<file path="config.mk">
export PLATFORM = sky130hd
export DESIGN_NAME = sorted_timer_queue
export DESIGN_NICKNAME = d
export VERILOG_FILES = /design/src/rtl/stq_pkg.sv /design/src/rtl/sorted_timer_queue.sv /design/src/rtl/stq_datapath.sv /design/src/rtl/stq_ctrl.sv
export SDC_FILE = /design/constraint.sdc
export NUM_CORES = 2
export LEC_CHECK = 0
export ABC_AREA = 0
export BUFFER_PORTS_ARGS = -buffer_cell sky130_fd_sc_hd__buf_4
export CORE_ASPECT_RATIO = 1.4
export CORE_UTILIZATION = 63
export CTS_BUF_LIST = sky130_fd_sc_hd__clkbuf_16
export DETAILED_ROUTE_END_ITERATION = 8
export PLACE_DENSITY = 0.79
export RECOVER_POWER = 100
export SETUP_SLACK_MARGIN = 0.2
export SLEW_MARGIN = 5
export SYNTH_ARGS = -nofsm -noshare
export SYNTH_HDL_FRONTEND = slang
export SYNTH_HIERARCHICAL = 1
export SYNTH_SLANG_ARGS = --single-unit
</file>
<file path="constraint.sdc">
create_clock -name clk -period 17.29 [get_ports clk]
set_input_delay 4.3225 -clock clk [delete_from_list [all_inputs] [get_ports clk]]
set_output_delay 4.3225 -clock clk [all_outputs]
set_load 0.005 [all_outputs]
</file>
<file path="src/rtl/stq_pkg.sv">
// Package for the sorted timer queue: field widths, operation and result codes,
// item structs and the command/status structs between controller and datapath.
// No dependencies.
`timescale 1ns / 1ps
`default_nettype none

package stq_pkg;

    // Defaults for the top-level parameters.
    localparam int ENTRIES_DEF = 16;
    localparam int WRAP_DEF    = 1000000;

    // Fixed field widths.
    localparam int OP_W      = 3;
    localparam int ELAPSED_W = 16;
    localparam int DELAY_W   = 20;
    localparam int ID_W      = 16;
    localparam int HANDLE_W  = 4;
    localparam int KIND_W    = 3;
    localparam int COUNT_W   = 5;
    localparam int DL_W      = 24;

    // Operation codes.
    localparam logic [OP_W-1:0] OP_TICK          = 3'd0;
    localparam logic [OP_W-1:0] OP_ADD           = 3'd1;
    localparam logic [OP_W-1:0] OP_CANCEL_HANDLE = 3'd2;
    localparam logic [OP_W-1:0] OP_CANCEL_OWNER  = 3'd3;
    localparam logic [OP_W-1:0] OP_CANCEL_ALL    = 3'd4;

    // Result kinds.
    localparam logic [KIND_W-1:0] KIND_ADDED     = 3'd0;
    localparam logic [KIND_W-1:0] KIND_EXPIRED   = 3'd1;
    localparam logic [KIND_W-1:0] KIND_CANCELLED = 3'd2;
    localparam logic [KIND_W-1:0] KIND_FULL      = 3'd3;
    localparam logic [KIND_W-1:0] KIND_NOTHING   = 3'd4;

    // Register indexes on the configuration port.
    localparam logic REG_MAX_STEP = 1'b0;
    localparam logic REG_PAUSED   = 1'b1;

    typedef struct packed {
        logic [OP_W-1:0]      operation;
        logic [ELAPSED_W-1:0] elapsed;
        logic [DELAY_W-1:0]   delay;
        logic [ID_W-1:0]      owner_id;
        logic [ID_W-1:0]      event_id;
        logic [HANDLE_W-1:0]  handle_in;
    } in_item_t;

    typedef struct packed {
        logic [KIND_W-1:0]   kind;
        logic [HANDLE_W-1:0] handle_out;
        logic [ID_W-1:0]     owner_out;
        logic [ID_W-1:0]     event_out;
        logic [COUNT_W-1:0]  removed_count;
        logic                last;
    } out_item_t;

    // Source of a result loaded into the output register.
    typedef enum logic [1:0] {
        SRC_PEND    = 2'd0,
        SRC_NOTHING = 2'd1,
        SRC_ITEM    = 2'd2
    } out_src_t;

    typedef struct packed {
        logic     accept;
        logic     advance_time;
        logic     wrap_step;
        logic     scan_clear;
        logic     scan_step;
        logic     take_best;
        logic     do_add;
        logic     load_out;
        out_src_t out_src;
        logic     out_last;
    } cmd_t;

    typedef struct packed {
        logic [OP_W-1:0] op;
        logic            wrap_more;
        logic            scan_last;
        logic            found;
        logic            have_pend;
        logic            slot_free;
    } status_t;

endpackage

`default_nettype wire

</file>
<file path="src/rtl/sorted_timer_queue.sv">
// Sorted timer queue: table of one-shot timers with add, cancel and tick items.
// Top level with configuration registers. Depends on stq_pkg, stq_ctrl, stq_datapath.
//
// Usage:
//   An item enters on in_valid/in_ready with its fields in in_item; results leave on
//   out_valid/out_ready in out_item, one or more per item, the final one with last set.
//   max_step and paused are written over the APB port (byte addresses 0 and 4).
// Sequence:
//   One item is worked at a time. An add is decoded, written to the table and then
//   reported; a paused tick or an item of unknown kind goes from decode straight to its
//   result. A cancel scans the table once, one entry a cycle. A tick advances the time,
//   removes the wrap period step by step while the time exceeds it, then scans the table;
//   it scans once per expired entry and once more.
// Reset:
//   Time is zero, the table is empty, max_step is 65535 and paused is clear.
// Stalls:
//   A result sits in the output register until taken; the block accepts the next item
//   while it waits, and holds any further result until the register is free.
`timescale 1ns / 1ps
`default_nettype none

module sorted_timer_queue import stq_pkg::*; #(
    parameter int ENTRIES     = ENTRIES_DEF,
    parameter int WRAP_PERIOD = WRAP_DEF
) (
    input  wire logic        clk,
    input  wire logic        rst_n,
    input  wire logic        in_valid,
    output logic             in_ready,
    input  wire in_item_t    in_item,
    output logic             out_valid,
    input  wire logic        out_ready,
    output out_item_t        out_item,
    input  wire logic        psel,
    input  wire logic        penable,
    input  wire logic        pwrite,
    input  wire logic [2:0]  paddr,
    input  wire logic [31:0] pwdata,
    output logic [31:0]      prdata,
    output logic             pready
);

    logic [ELAPSED_W-1:0] max_step_reg;
    logic                 paused_reg;
    cmd_t                 cmd;
    status_t              status;

    // Configuration registers.
    always_ff @(posedge clk or negedge rst_n)
    begin
        if (!rst_n)
        begin
            max_step_reg <= '1;
            paused_reg   <= 1'b0;
        end
        else if (psel && penable && pwrite)
        begin
            if (paddr[2] == REG_MAX_STEP)
                max_step_reg <= pwdata[ELAPSED_W-1:0];
            else
                paused_reg <= pwdata[0];
        end
    end

    // Register read back.
    always_comb
    begin
        if (paddr[2] == REG_PAUSED)
            prdata = {31'b0, paused_reg};
        else
            prdata = {{(32 - ELAPSED_W){1'b0}}, max_step_reg};
    end

    assign pready = 1'b1;

    stq_ctrl u_ctrl (
        .clk      (clk),
        .rst_n    (rst_n),
        .in_valid (in_valid),
        .in_ready (in_ready),
        .paused   (paused_reg),
        .status   (status),
        .cmd      (cmd)
    );

    stq_datapath #(
        .ENTRIES     (ENTRIES),
        .WRAP_PERIOD (WRAP_PERIOD)
    ) u_datapath (
        .clk       (clk),
        .rst_n     (rst_n),
        .cmd       (cmd),
        .status    (status),
        .in_item   (in_item),
        .max_step  (max_step_reg),
        .out_valid (out_valid),
        .out_ready (out_ready),
        .out_item  (out_item)
    );

endmodule

`default_nettype wire

</file>
<file path="src/rtl/stq_datapath.sv">
// Datapath of the sorted timer queue: entry table, time base, scan unit,
// pending expiry and output register. Depends on stq_pkg.
`timescale 1ns / 1ps
`default_nettype none

module stq_datapath import stq_pkg::*; #(
    parameter int ENTRIES     = ENTRIES_DEF,
    parameter int WRAP_PERIOD = WRAP_DEF
) (
    input  wire logic                 clk,
    input  wire logic                 rst_n,
    input  wire cmd_t                 cmd,
    output status_t                   status,
    input  wire in_item_t             in_item,
    input  wire logic [ELAPSED_W-1:0] max_step,
    output logic                      out_valid,
    input  wire logic                 out_ready,
    output out_item_t                 out_item
);

    localparam int IDX_W  = (ENTRIES > 1) ? $clog2(ENTRIES) : 1;
    localparam int CNT_W  = $clog2(ENTRIES + 1);
    localparam int TIME_W = $clog2(WRAP_PERIOD + (2 ** ELAPSED_W));
    localparam int CMP_W  = (IDX_W > HANDLE_W) ? IDX_W : HANDLE_W;

    // Entry table.
    logic [ENTRIES-1:0]   valid_reg;
    logic signed [DL_W-1:0] dl_mem [ENTRIES];
    logic [ID_W-1:0]      owner_mem [ENTRIES];
    logic [ID_W-1:0]      event_mem [ENTRIES];
    logic [IDX_W-1:0]     rank_mem [ENTRIES];
    logic [CNT_W-1:0]     count_reg;

    // Time base and pending wrap correction.
    logic [TIME_W-1:0]    time_reg;
    logic [TIME_W-1:0]    sub_reg;

    // Item and scan state.
    in_item_t             item_reg;
    logic [IDX_W-1:0]     idx_reg;
    logic                 found_reg;
    logic [IDX_W-1:0]     best_idx_reg;
    logic signed [DL_W-1:0] best_d_reg;
    logic [IDX_W-1:0]     best_rank_reg;
    logic [ID_W-1:0]      best_owner_reg;
    logic [ID_W-1:0]      best_event_reg;
    logic                 have_pend_reg;
    logic [IDX_W-1:0]     pend_idx_reg;
    logic [ID_W-1:0]      pend_owner_reg;
    logic [ID_W-1:0]      pend_event_reg;
    logic [CNT_W-1:0]     removed_reg;
    logic                 add_full_reg;
    logic [IDX_W-1:0]     add_idx_reg;

    logic                 out_valid_reg;
    out_item_t            out_item_reg;
    out_item_t            out_item_next;

    logic                 is_tick;
    logic signed [DL_W-1:0] d_eff;
    logic signed [DL_W-1:0] time_ext;
    logic                 due;
    logic                 better;
    logic                 match;
    logic                 free_en;
    logic [IDX_W-1:0]     free_idx;
    logic [IDX_W-1:0]     free_rank;
    logic                 full;
    logic [IDX_W-1:0]     free_slot;
    logic                 add_en;

    assign is_tick  = (item_reg.operation == OP_TICK);
    assign time_ext = signed'(DL_W'(time_reg));
    assign d_eff    = dl_mem[idx_reg] - signed'(DL_W'(sub_reg));
    assign due      = valid_reg[idx_reg] && (d_eff <= time_ext);
    assign better   = !found_reg || (d_eff < best_d_reg) ||
                      ((d_eff == best_d_reg) && (rank_mem[idx_reg] < best_rank_reg));

    // Cancel match for the entry under the scan index.
    always_comb
    begin
        match = 1'b0;
        if (valid_reg[idx_reg])
        begin
            if (item_reg.operation == OP_CANCEL_ALL)
                match = 1'b1;
            else if (item_reg.operation == OP_CANCEL_OWNER)
                match = (owner_mem[idx_reg] == item_reg.owner_id);
            else if (item_reg.operation == OP_CANCEL_HANDLE)
                match = (CMP_W'(idx_reg) == CMP_W'(item_reg.handle_in));
        end
    end

    // One entry is freed per cycle at most: the chosen expiry or a cancel hit.
    always_comb
    begin
        free_en   = 1'b0;
        free_idx  = idx_reg;
        free_rank = rank_mem[idx_reg];
        if (cmd.take_best)
        begin
            free_en   = 1'b1;
            free_idx  = best_idx_reg;
            free_rank = best_rank_reg;
        end
        else if (cmd.scan_step && !is_tick && match)
        begin
            free_en = 1'b1;
        end
    end

    // Lowest free slot for an add.
    always_comb
    begin
        free_slot = '0;
        for (int i = ENTRIES - 1; i >= 0; i--)
        begin
            if (!valid_reg[i])
                free_slot = IDX_W'(i);
        end
    end

    assign full   = (count_reg == CNT_W'(ENTRIES));
    assign add_en = cmd.do_add && !full;

    // Valid bits and live count.
    always_ff @(posedge clk or negedge rst_n)
    begin
        if (!rst_n)
        begin
            valid_reg <= '0;
            count_reg <= '0;
        end
        else
        begin
            if (free_en)
            begin
                valid_reg[free_idx] <= 1'b0;
                count_reg           <= count_reg - CNT_W'(1);
            end
            else if (add_en)
            begin
                valid_reg[free_slot] <= 1'b1;
                count_reg            <= count_reg + CNT_W'(1);
            end
        end
    end

    // Entry payload: add writes, the first tick scan applies the wrap correction,
    // and freeing closes the gap in insertion ranks.
    always_ff @(posedge clk)
    begin
        if (add_en)
        begin
            dl_mem[free_slot]    <= time_ext + signed'(DL_W'(item_reg.delay));
            owner_mem[free_slot] <= item_reg.owner_id;
            event_mem[free_slot] <= item_reg.event_id;
            rank_mem[free_slot]  <= IDX_W'(count_reg);
        end
        if (cmd.scan_step && is_tick)
            dl_mem[idx_reg] <= d_eff;
        if (free_en)
        begin
            for (int j = 0; j < ENTRIES; j++)
            begin
                if (valid_reg[j] && (rank_mem[j] > free_rank))
                    rank_mem[j] <= rank_mem[j] - IDX_W'(1);
            end
        end
    end

    // Time base and wrap correction.
    always_ff @(posedge clk or negedge rst_n)
    begin
        if (!rst_n)
        begin
            time_reg <= '0;
            sub_reg  <= '0;
        end
        else
        begin
            if (cmd.advance_time)
            begin
                sub_reg <= '0;
                if (item_reg.elapsed < max_step)
                    time_reg <= time_reg + TIME_W'(item_reg.elapsed);
            end
            else if (cmd.wrap_step)
            begin
                time_reg <= time_reg - TIME_W'(WRAP_PERIOD);
                sub_reg  <= sub_reg + TIME_W'(WRAP_PERIOD);
            end
            else if (cmd.scan_step && (idx_reg == IDX_W'(ENTRIES - 1)))
            begin
                sub_reg <= '0;
            end
        end
    end

    // Scan control and best-candidate tracking.
    always_ff @(posedge clk or negedge rst_n)
    begin
        if (!rst_n)
        begin
            idx_reg       <= '0;
            found_reg     <= 1'b0;
            have_pend_reg <= 1'b0;
            removed_reg   <= '0;
        end
        else
        begin
            if (cmd.advance_time)
                have_pend_reg <= 1'b0;
            else if (cmd.take_best)
                have_pend_reg <= 1'b1;

            if (cmd.scan_clear)
            begin
                idx_reg     <= '0;
                found_reg   <= 1'b0;
                removed_reg <= '0;
            end
            else if (cmd.scan_step)
            begin
                idx_reg <= idx_reg + IDX_W'(1);
                if (is_tick && due && better)
                    found_reg <= 1'b1;
                if (!is_tick && match)
                    removed_reg <= removed_reg + CNT_W'(1);
            end
        end
    end

    // Payload registers of the scan, pending expiry, item and add result.
    always_ff @(posedge clk)
    begin
        if (cmd.accept)
            item_reg <= in_item;
        if (cmd.scan_step && is_tick && due && better)
        begin
            best_idx_reg   <= idx_reg;
            best_d_reg     <= d_eff;
            best_rank_reg  <= rank_mem[idx_reg];
            best_owner_reg <= owner_mem[idx_reg];
            best_event_reg <= event_mem[idx_reg];
        end
        if (cmd.take_best)
        begin
            pend_idx_reg   <= best_idx_reg;
            pend_owner_reg <= best_owner_reg;
            pend_event_reg <= best_event_reg;
        end
        if (cmd.do_add)
        begin
            add_full_reg <= full;
            add_idx_reg  <= free_slot;
        end
    end

    // Result to load into the output register.
    always_comb
    begin
        out_item_next               = '0;
        out_item_next.kind          = KIND_NOTHING;
        out_item_next.last          = cmd.out_last;
        unique case (cmd.out_src)
            SRC_PEND:
            begin
                out_item_next.kind       = KIND_EXPIRED;
                out_item_next.handle_out = HANDLE_W'(pend_idx_reg);
                out_item_next.owner_out  = pend_owner_reg;
                out_item_next.event_out  = pend_event_reg;
            end
            SRC_ITEM:
            begin
                if (item_reg.operation == OP_ADD)
                begin
                    if (add_full_reg)
                        out_item_next.kind = KIND_FULL;
                    else
                    begin
                        out_item_next.kind       = KIND_ADDED;
                        out_item_next.handle_out = HANDLE_W'(add_idx_reg);
                    end
                end
                else if ((item_reg.operation == OP_CANCEL_HANDLE) ||
                         (item_reg.operation == OP_CANCEL_OWNER) ||
                         (item_reg.operation == OP_CANCEL_ALL))
                begin
                    out_item_next.kind          = KIND_CANCELLED;
                    out_item_next.removed_count = COUNT_W'(removed_reg);
                end
            end
            default:
            begin
                out_item_next.kind = KIND_NOTHING;
            end
        endcase
    end

    // Output register.
    always_ff @(posedge clk or negedge rst_n)
    begin
        if (!rst_n)
            out_valid_reg <= 1'b0;
        else if (cmd.load_out)
            out_valid_reg <= 1'b1;
        else if (out_ready)
            out_valid_reg <= 1'b0;
    end

    always_ff @(posedge clk)
    begin
        if (cmd.load_out)
            out_item_reg <= out_item_next;
    end

    assign out_valid = out_valid_reg;
    assign out_item  = out_item_reg;

    assign status.op        = item_reg.operation;
    assign status.wrap_more = (time_reg > TIME_W'(WRAP_PERIOD));
    assign status.scan_last = (idx_reg == IDX_W'(ENTRIES - 1));
    assign status.found     = found_reg;
    assign status.have_pend = have_pend_reg;
    assign status.slot_free = !out_valid_reg || out_ready;

endmodule

`default_nettype wire

</file>
<file path="src/rtl/stq_ctrl.sv">
// Controller of the sorted timer queue: sequences tick, add and cancel items
// over the datapath by command and status structs. Depends on stq_pkg.
`timescale 1ns / 1ps
`default_nettype none

module stq_ctrl import stq_pkg::*; (
    input  wire logic    clk,
    input  wire logic    rst_n,
    input  wire logic    in_valid,
    output logic         in_ready,
    input  wire logic    paused,
    input  wire status_t status,
    output cmd_t         cmd
);

    typedef enum logic [8:0] {
        ST_IDLE    = 9'b000000001,
        ST_DECODE  = 9'b000000010,
        ST_TWRAP   = 9'b000000100,
        ST_TSCAN   = 9'b000001000,
        ST_TDECIDE = 9'b000010000,
        ST_ADD     = 9'b000100000,
        ST_CSCAN   = 9'b001000000,
        ST_RESULT  = 9'b010000000,
        ST_SPARE   = 9'b100000000
    } state_t;

    state_t state_reg;
    state_t state_next;

    always_ff @(posedge clk or negedge rst_n)
    begin
        if (!rst_n)
            state_reg <= ST_IDLE;
        else
            state_reg <= state_next;
    end

    // Next state and commands.
    always_comb
    begin
        state_next = state_reg;
        cmd        = '0;
        cmd.out_src = SRC_ITEM;
        in_ready   = 1'b0;
        unique case (state_reg)
            ST_IDLE:
            begin
                in_ready = 1'b1;
                if (in_valid)
                begin
                    cmd.accept = 1'b1;
                    state_next = ST_DECODE;
                end
            end
            ST_DECODE:
            begin
                if (status.op == OP_TICK)
                begin
                    if (paused)
                        state_next = ST_RESULT;
                    else
                    begin
                        cmd.advance_time = 1'b1;
                        state_next       = ST_TWRAP;
                    end
                end
                else if (status.op == OP_ADD)
                    state_next = ST_ADD;
                else if ((status.op == OP_CANCEL_HANDLE) ||
                         (status.op == OP_CANCEL_OWNER) ||
                         (status.op == OP_CANCEL_ALL))
                begin
                    cmd.scan_clear = 1'b1;
                    state_next     = ST_CSCAN;
                end
                else
                    state_next = ST_RESULT;
            end
            ST_TWRAP:
            begin
                if (status.wrap_more)
                    cmd.wrap_step = 1'b1;
                else
                begin
                    cmd.scan_clear = 1'b1;
                    state_next     = ST_TSCAN;
                end
            end
            ST_TSCAN:
            begin
                cmd.scan_step = 1'b1;
                if (status.scan_last)
                    state_next = ST_TDECIDE;
            end
            ST_TDECIDE:
            begin
                // The previous expiry goes out only once we know whether another follows.
                if (status.found && !status.have_pend)
                begin
                    cmd.take_best  = 1'b1;
                    cmd.scan_clear = 1'b1;
                    state_next     = ST_TSCAN;
                end
                else if (status.slot_free)
                begin
                    cmd.load_out = 1'b1;
                    if (status.found)
                    begin
                        cmd.out_src    = SRC_PEND;
                        cmd.out_last   = 1'b0;
                        cmd.take_best  = 1'b1;
                        cmd.scan_clear = 1'b1;
                        state_next     = ST_TSCAN;
                    end
                    else
                    begin
                        cmd.out_src  = status.have_pend ? SRC_PEND : SRC_NOTHING;
                        cmd.out_last = 1'b1;
                        state_next   = ST_IDLE;
                    end
                end
            end
            ST_ADD:
            begin
                cmd.do_add = 1'b1;
                state_next = ST_RESULT;
            end
            ST_CSCAN:
            begin
                cmd.scan_step = 1'b1;
                if (status.scan_last)
                    state_next = ST_RESULT;
            end
            ST_RESULT:
            begin
                if (status.slot_free)
                begin
                    cmd.load_out = 1'b1;
                    cmd.out_src  = SRC_ITEM;
                    cmd.out_last = 1'b1;
                    state_next   = ST_IDLE;
                end
            end
            default:
            begin
                state_next = ST_IDLE;
            end
        endcase
    end

endmodule

`default_nettype wire

</file>
# After elaboration in Yosys (flattened, before gate mapping)
# Memory sizes are Yosys's and may differ from the RTL's. A register that Yosys moved wholly into a read port is not among the register bits.
# Index checks and enable logic that the tools add are counted.
[totals]
word_cells = 338
regBits = 310
ramBits = 960
latch_bits = 0
memories = 4
input_bits = 117
rom_bits = 0
[mem_list]
columns = ["memory", "words", "word_bits", "rd", "rd_clocked_by_memory_dff", "wr", "line_no", "rtl"]
rows = [
  ["u_datapath.dl_mem", 16, 24, 1, 0, 1, "stq_datapath.sv:28", "logic signed [DL_W-1:0] dl_mem [ENTRIES];"],
  ["u_datapath.event_mem", 16, 16, 1, 1, 1, "stq_datapath.sv:30", "logic [ID_W-1:0] event_mem [ENTRIES];"],
  ["u_datapath.owner_mem", 16, 16, 1, 0, 1, "stq_datapath.sv:29", "logic [ID_W-1:0] owner_mem [ENTRIES];"],
  ["u_datapath.rank_mem", 16, 4, 17, 0, 16, "stq_datapath.sv:31", "logic [IDX_W-1:0] rank_mem [ENTRIES];"],
]
[classes]
eq_ne = 25
order_cmp = 26
bitwise_logic = 6
shifts = 0
muxes = 156
div_mod_pow = 0
n_mul = 0
reduce_logical = 63
n_addsub = 25
[op_table]
columns = ["op", "count"]
rows = [
  ["21-bit two-way mux", 6],
  ["4-bit two-way mux", 29],
  ["1-bit two-way mux", 89],
  ["9-bit two-way mux", 8],
  ["9-bit one-hot mux with 8 select lines", 1],
  ["4-bit > comparator", 16],
  ["4-bit by 1-bit subtractor with 4-bit output (second input constant)", 16],
  ["16-bit two-way mux", 3],
  ["1-bit logical AND", 33],
  ["5-bit two-way mux", 5],
  ["24-bit equality test", 1],
  ["24-bit by 22-bit less-or-equal comparator with 1-bit output", 1],
  ["24-bit less-than comparator", 1],
  ["24-bit two-way mux", 1],
  ["8-bit two-way mux", 3],
  ["24-bit OR reduction", 1],
  ["24-bit by 22-bit subtractor with 24-bit output", 1],
  ["21-bit by 20-bit adder with 22-bit output", 1],
  ["21-bit by 16-bit adder with 21-bit output", 1],
  ["21-bit by 20-bit adder with 21-bit output (second input constant)", 1],
  ["21-bit by 20-bit > comparator with 1-bit output (second input constant)", 1],
  ["21-bit by 20-bit subtractor with 21-bit output (second input constant)", 1],
  ["16-bit bitwise AND", 1],
  ["16-bit equality test", 1],
  ["46 further kinds", 79],
]

# Longest topological paths before layout
[logic_depth]
ltp_word = 23
depth_mapped = 32

# By module
# The synthesis kept the hierarchy.
[modules_own_cells]
columns = ["module", "area_each_um2", "cells_each", "instances"]
rows = [
  ["stq_datapath", 59798.6, 4034, 1],
  ["sorted_timer_queue", 965.9, 73, 1],
  ["stq_ctrl", 633.1, 73, 1],
]

# Least setup slack after synthesis
# OpenSTA, ideal clock, no wires.
[synth_path]
path_type = "register to register"
startpoint = "reg u_datapath.idx_reg[0]"
endpoint = "reg u_datapath.best_d_reg[0], enable pin"
t_arrival_ps = 11401
period_less_slack_ps = 11975
setup_time_ps = 574
slack_ps = 5315
required_ps = 16716
path_stages_with_launch = 31
cell_sequence = "dfrtp_1 > buf_6 > buf_4 > buf_2 > buf_2 > buf_4 > buf_2 > buf_1 > buf_2 > mux4_2 > mux4_2 > ha_1 > o21a_1 > o21bai_1 > a31oi_1 > o221ai_1 > nand2b_1 > a21o_1 > a41oi_1 > clkbuf_1 > nand2_1 > ha_1 > nand4_1 > nor2_1 > a21oi_1 > o221ai_1 > a21oi_1 > a21o_1 > a22o_1 > nand4b_1 > o21ai_0"
[synth_between]
elab_chain_len = 6
elab_cells_between_ends = 15
[synth_rtl]
columns = ["element", "line_no", "rtl"]
rows = [
  ["start: declaration", "stq_datapath.sv:40", "logic [IDX_W-1:0] idx_reg;"],
  ["start signal: assignment", "stq_datapath.sv:225", "idx_reg <= idx_reg + IDX_W'(1);"],
  ["memory 16 x 24 bit *", "-", ""],
  ["24-bit by 22-bit subtractor with 24-bit output *", "stq_datapath.sv:74", "assign d_eff = dl_mem[idx_reg] - signed'(DL_W'(sub_reg));"],
  ["net u_datapath.d_eff[19]", "stq_datapath.sv:60", "logic signed [DL_W-1:0] d_eff;"],
  ["24-bit by 22-bit less-or-equal comparator with 1-bit output (tied with other cells)", "stq_datapath.sv:75", "assign due = valid_reg[idx_reg] && (d_eff <= time_ext);"],
  ["1-bit logical AND (tied with other cells)", "stq_datapath.sv:75", ""],
  ["1-bit logical AND / 1-bit logical OR (equally long branches)", "stq_datapath.sv:239, stq_datapath.sv:76", ""],
  ["1-bit logical AND *", "stq_datapath.sv:239", "if (cmd.scan_step && is_tick && due && better)"],
  ["end signal: assignment", "stq_datapath.sv:242", "best_d_reg <= d_eff;"],
  ["end: declaration", "stq_datapath.sv:43", "logic signed [DL_W-1:0] best_d_reg;"],
]
# The timed path passes the listed nets; every way through them passes the cells marked *. The select of a mux whose other input is x is not followed.
# A chain may end at the register's enable or synchronous reset.

# Final worst setup path
[layout_path]
startpoint = "reg u_datapath.idx_reg[1]"
endpoint = "mem u_datapath.dl_mem[0][7], enable pin"
[layout_between]
elab_chain_len = 1
[layout_rtl]
columns = ["element", "line_no"]
rows = [
  ["4-bit two-way mux (no line)", "-"],
  ["end: declaration", "stq_datapath.sv:28"],
]
# Every way passes these cells.

==> impl_metrics.ini <==
[hold_path]
min_from = u_datapath/best_owner_reg[2]$_DFFE_PP_
hold_path_end = u_datapath/pend_owner_reg[2]$_DFFE_PP_
min_path_cells = 0
hold_path_class = reg -> reg

[logic_synthesis]
synth_cell_type_count = 95
avgSynthCellArea_um2 = 14.7
ys_warn_count = 6
async_flop_share = 0.0735
postSynthCellCount = 4180
ys_ff_latch = 1279
synth_edf_count = 1185
ys_seq_area_frac = 0.618
dominantRegCellSynth = edfxtp_1
synth.cell_area_mm2 = 0.0614

[sta]
whs_ps = 416
max_freq_mhz = 78.3
finalCritPeriodShare = 0.739
skew_ps = 102
slew_headroom = -1.65
setup_tns_ps = 0
min_period_ps = 12770
final_hold_viol_count = 0
worst_slew_pin_slew_ps = 3980
slew_viol_final = 2141
setup_violations = 0
rsz0062_at_grt = false

[detailed_routing]
viasPerCell = 6.74
first_pass_iters = 6
wl_per_cell_um = 28.5
wl_um = 163000
via_count = 38600
drc = 0
ant_nets = 0
drt_iter0_markers = 4423

[clock_network]
cts_buffers = 114
h-tree-depth = 3
postCtsHoldBufs = 0
cts_root_buf = clkbuf_16
cts_num_sinks = 1279
cts.path.max_buffers = 3
cts_tree = yes
insertion_delay_ps = 780
clk_pin_slew_worst_paths_ps = 70
postCtsSetupBuffers = 0
cts-resized-gates = 0

[place]
gp_routability_congestion = 0.914
io_buffer_count = 161
dp.cells = 5501
dp_hpwl_um = 92500

[floorplan]
die-area_mm2 = 0.0987
row_count = 135
die_x_um = 266
ioPinCount = 197
start_util = 0.635
die_h_um = 371
core_area_mm2 = 0.0966

[worst_setup_path]
crit_type = reg -> reg
reg2reg_from = u_datapath/idx_reg[1]$_DFFE_PN0P_
required_ps = 17550
crit_slowest_cell = clkbuf_1
worst_setup_path_start_kind = register
crit_fanout = 53
worstPathCellList = clkbuf_1, clkbuf_1, inv_1, ha_1, and3_1, nand2_1, o21ai_0, clkbuf_1
ff2ff_setup_slack_ps = 4520
endpoint_kind = register
r2r-end = u_datapath/dl_mem[0][7]$_DFFE_PP_
crit_top_cell = clkbuf_1
crit_family = buffers and inverters
crit_start = u_datapath/idx_reg[1]$_DFFE_PN0P_
worst_ep_arrival_time_ps = 13030
slowest_delay_ps = 2850
reg2reg_depth = 8
crit_buf_inv = 4

[power_and_ir_drop]
p_leak_nw = 24.7
power.density_mw_per_mm2 = 145
vdd_drop_max_v = 0.000128

[cells_and_area]
drive_gt1_frac = 0.164
fin_cells = 5719
largest-register = u_datapath/dl_mem
final_cell_mix = edfxtp_1 (1,185), nand2_1 (307), mux4_2 (266)
largest_reg_flops = 384
top_regs = u_datapath/dl_mem: 384 flops, u_datapath/event_mem: 256 flops, u_datapath/owner_mem: 256 flops
utilization = 0.697
fill_cells = 6352
layout_commonest_cell = edfxtp_1
nNetsFinal = 4643
area_growth_pct = 9.66

[run_status]
status = finished with violations
failed_checks = capacitance limit, slew limit

[global_route]
grt_pass1_wl_um = 240000
grt_overflow = 0
grt_pass1_vias = 38800
antenna_found_initial = 3
gr-usage-all-layers = 0.332
grt_start_max_net_pins = 105

[flow_run]
cap_viol_max_count = 64
-- how the worst max path moves through the flow --
| stage | slack, ps | endpoint | cells past startpoint |
|---|---|---|---|
| global route | 4130 | u_datapath/best_d_reg[14]$_DFFE_PP_ | 23 |
| detailed placement | 7950 | prdata[0] | 3 |
| global placement | 7960 | prdata[0] | 3 |
| CTS | 7950 | prdata[0] | 3 |
| floorplan | 5310 | u_datapath/best_d_reg[0]$_DFFE_PP_ | 30 |
| finish | 4520 | u_datapath/dl_mem[0][7]$_DFFE_PP_ | 8 |
-- cells by family (layout without fill, tap and decap cells) --
kind of cell / count (synthesis) / after routing / synth area share
AO/OA/AOI/OAI: 729 / 729 / 0.0779
other: 4 / 20 / 0.000244
buffers and inverters: 444 / 666 / 0.0309
flip-flops: 1279 / 1279 / 0.618
multiplexers: 547 / 547 / 0.147
XOR/XNOR: 114 / 114 / 0.0163
AND/OR/NAND/NOR: 853 / 853 / 0.0666
adder cells (fa/ha/maj): 210 / 210 / 0.0432
-- power breakdown --
| part | switching (mW) | internal, mW |
|---|---|---|
| registers | 0.205 | 3.84 |
| clock network | 1.18 | 1.44 |
| logic | 1.86 | 1.27 |
| total | 3.24 | 6.55 |
-- per-stage QoR --
step                      total power [mW]  setup slack, ps  cell area (um^2)
final                                 9.79             4520             67300
after global routing                  10.2             4130             67300
after CTS                             9.80             7950             68000
after detailed placement              7.17             7950             64200
after global placement                7.04             7960             64200
after floorplan                       6.29             5310             61500
-- per-layer routing --
metal	vias up	global-route usage	wire, um
met5	-	0	39
li1	16400	-	-
met2	2575	0.555	80500
met4	6	0.183	9280
met1	19000	0.409	55200
met3	627	0.0620	17700
-- cells in the mapped netlist (28+ instances only) --
library cell | count | area [um^2]
dfrtp_1 | 77 | 1930
a31oi_1 | 47 | 294
clkbuf_1 | 162 | 608
mux2_4 | 30 | 450
mux2i_1 | 211 | 2110
a21oi_1 | 128 | 641
mux2_2 | 34 | 383
o21ai_0 | 272 | 1360
xnor2_1 | 47 | 412
nand2b_1 | 31 | 194
a21o_1 | 44 | 330
buf_2 | 30 | 150
inv_1 | 184 | 691
buf_4 | 28 | 210
nand4_1 | 35 | 219
nor3_1 | 59 | 295
ha_1 | 207 | 2590
o21a_1 | 48 | 360
nor2b_1 | 46 | 288
and2_1 | 42 | 263
xor2_1 | 67 | 587
nand2_1 | 308 | 1160
mux4_2 | 266 | 5990
nor2_1 | 173 | 649
nand3_1 | 55 | 275
edfxtp_1 | 1185 | 35600
-- layout make-up --
| class | instances | area [um^2] | area share |
|---|---|---|---|
| tap | 1301 | 1630 | 0.0242 |
| clock buffer | 114 | 2850 | 0.0424 |
| multi-input combinational | 2472 | 21500 | 0.319 |
| inverter | 187 | 704 | 0.0105 |
| sequential | 1279 | 38000 | 0.564 |
| timing repair buffer | 262 | 1650 | 0.0245 |
| clock inverter | 103 | 1020 | 0.0151 |
| antenna | 1 | 2.50 | 0.0000372 |
No activity file was read; power rests on OpenSTA's default activity.
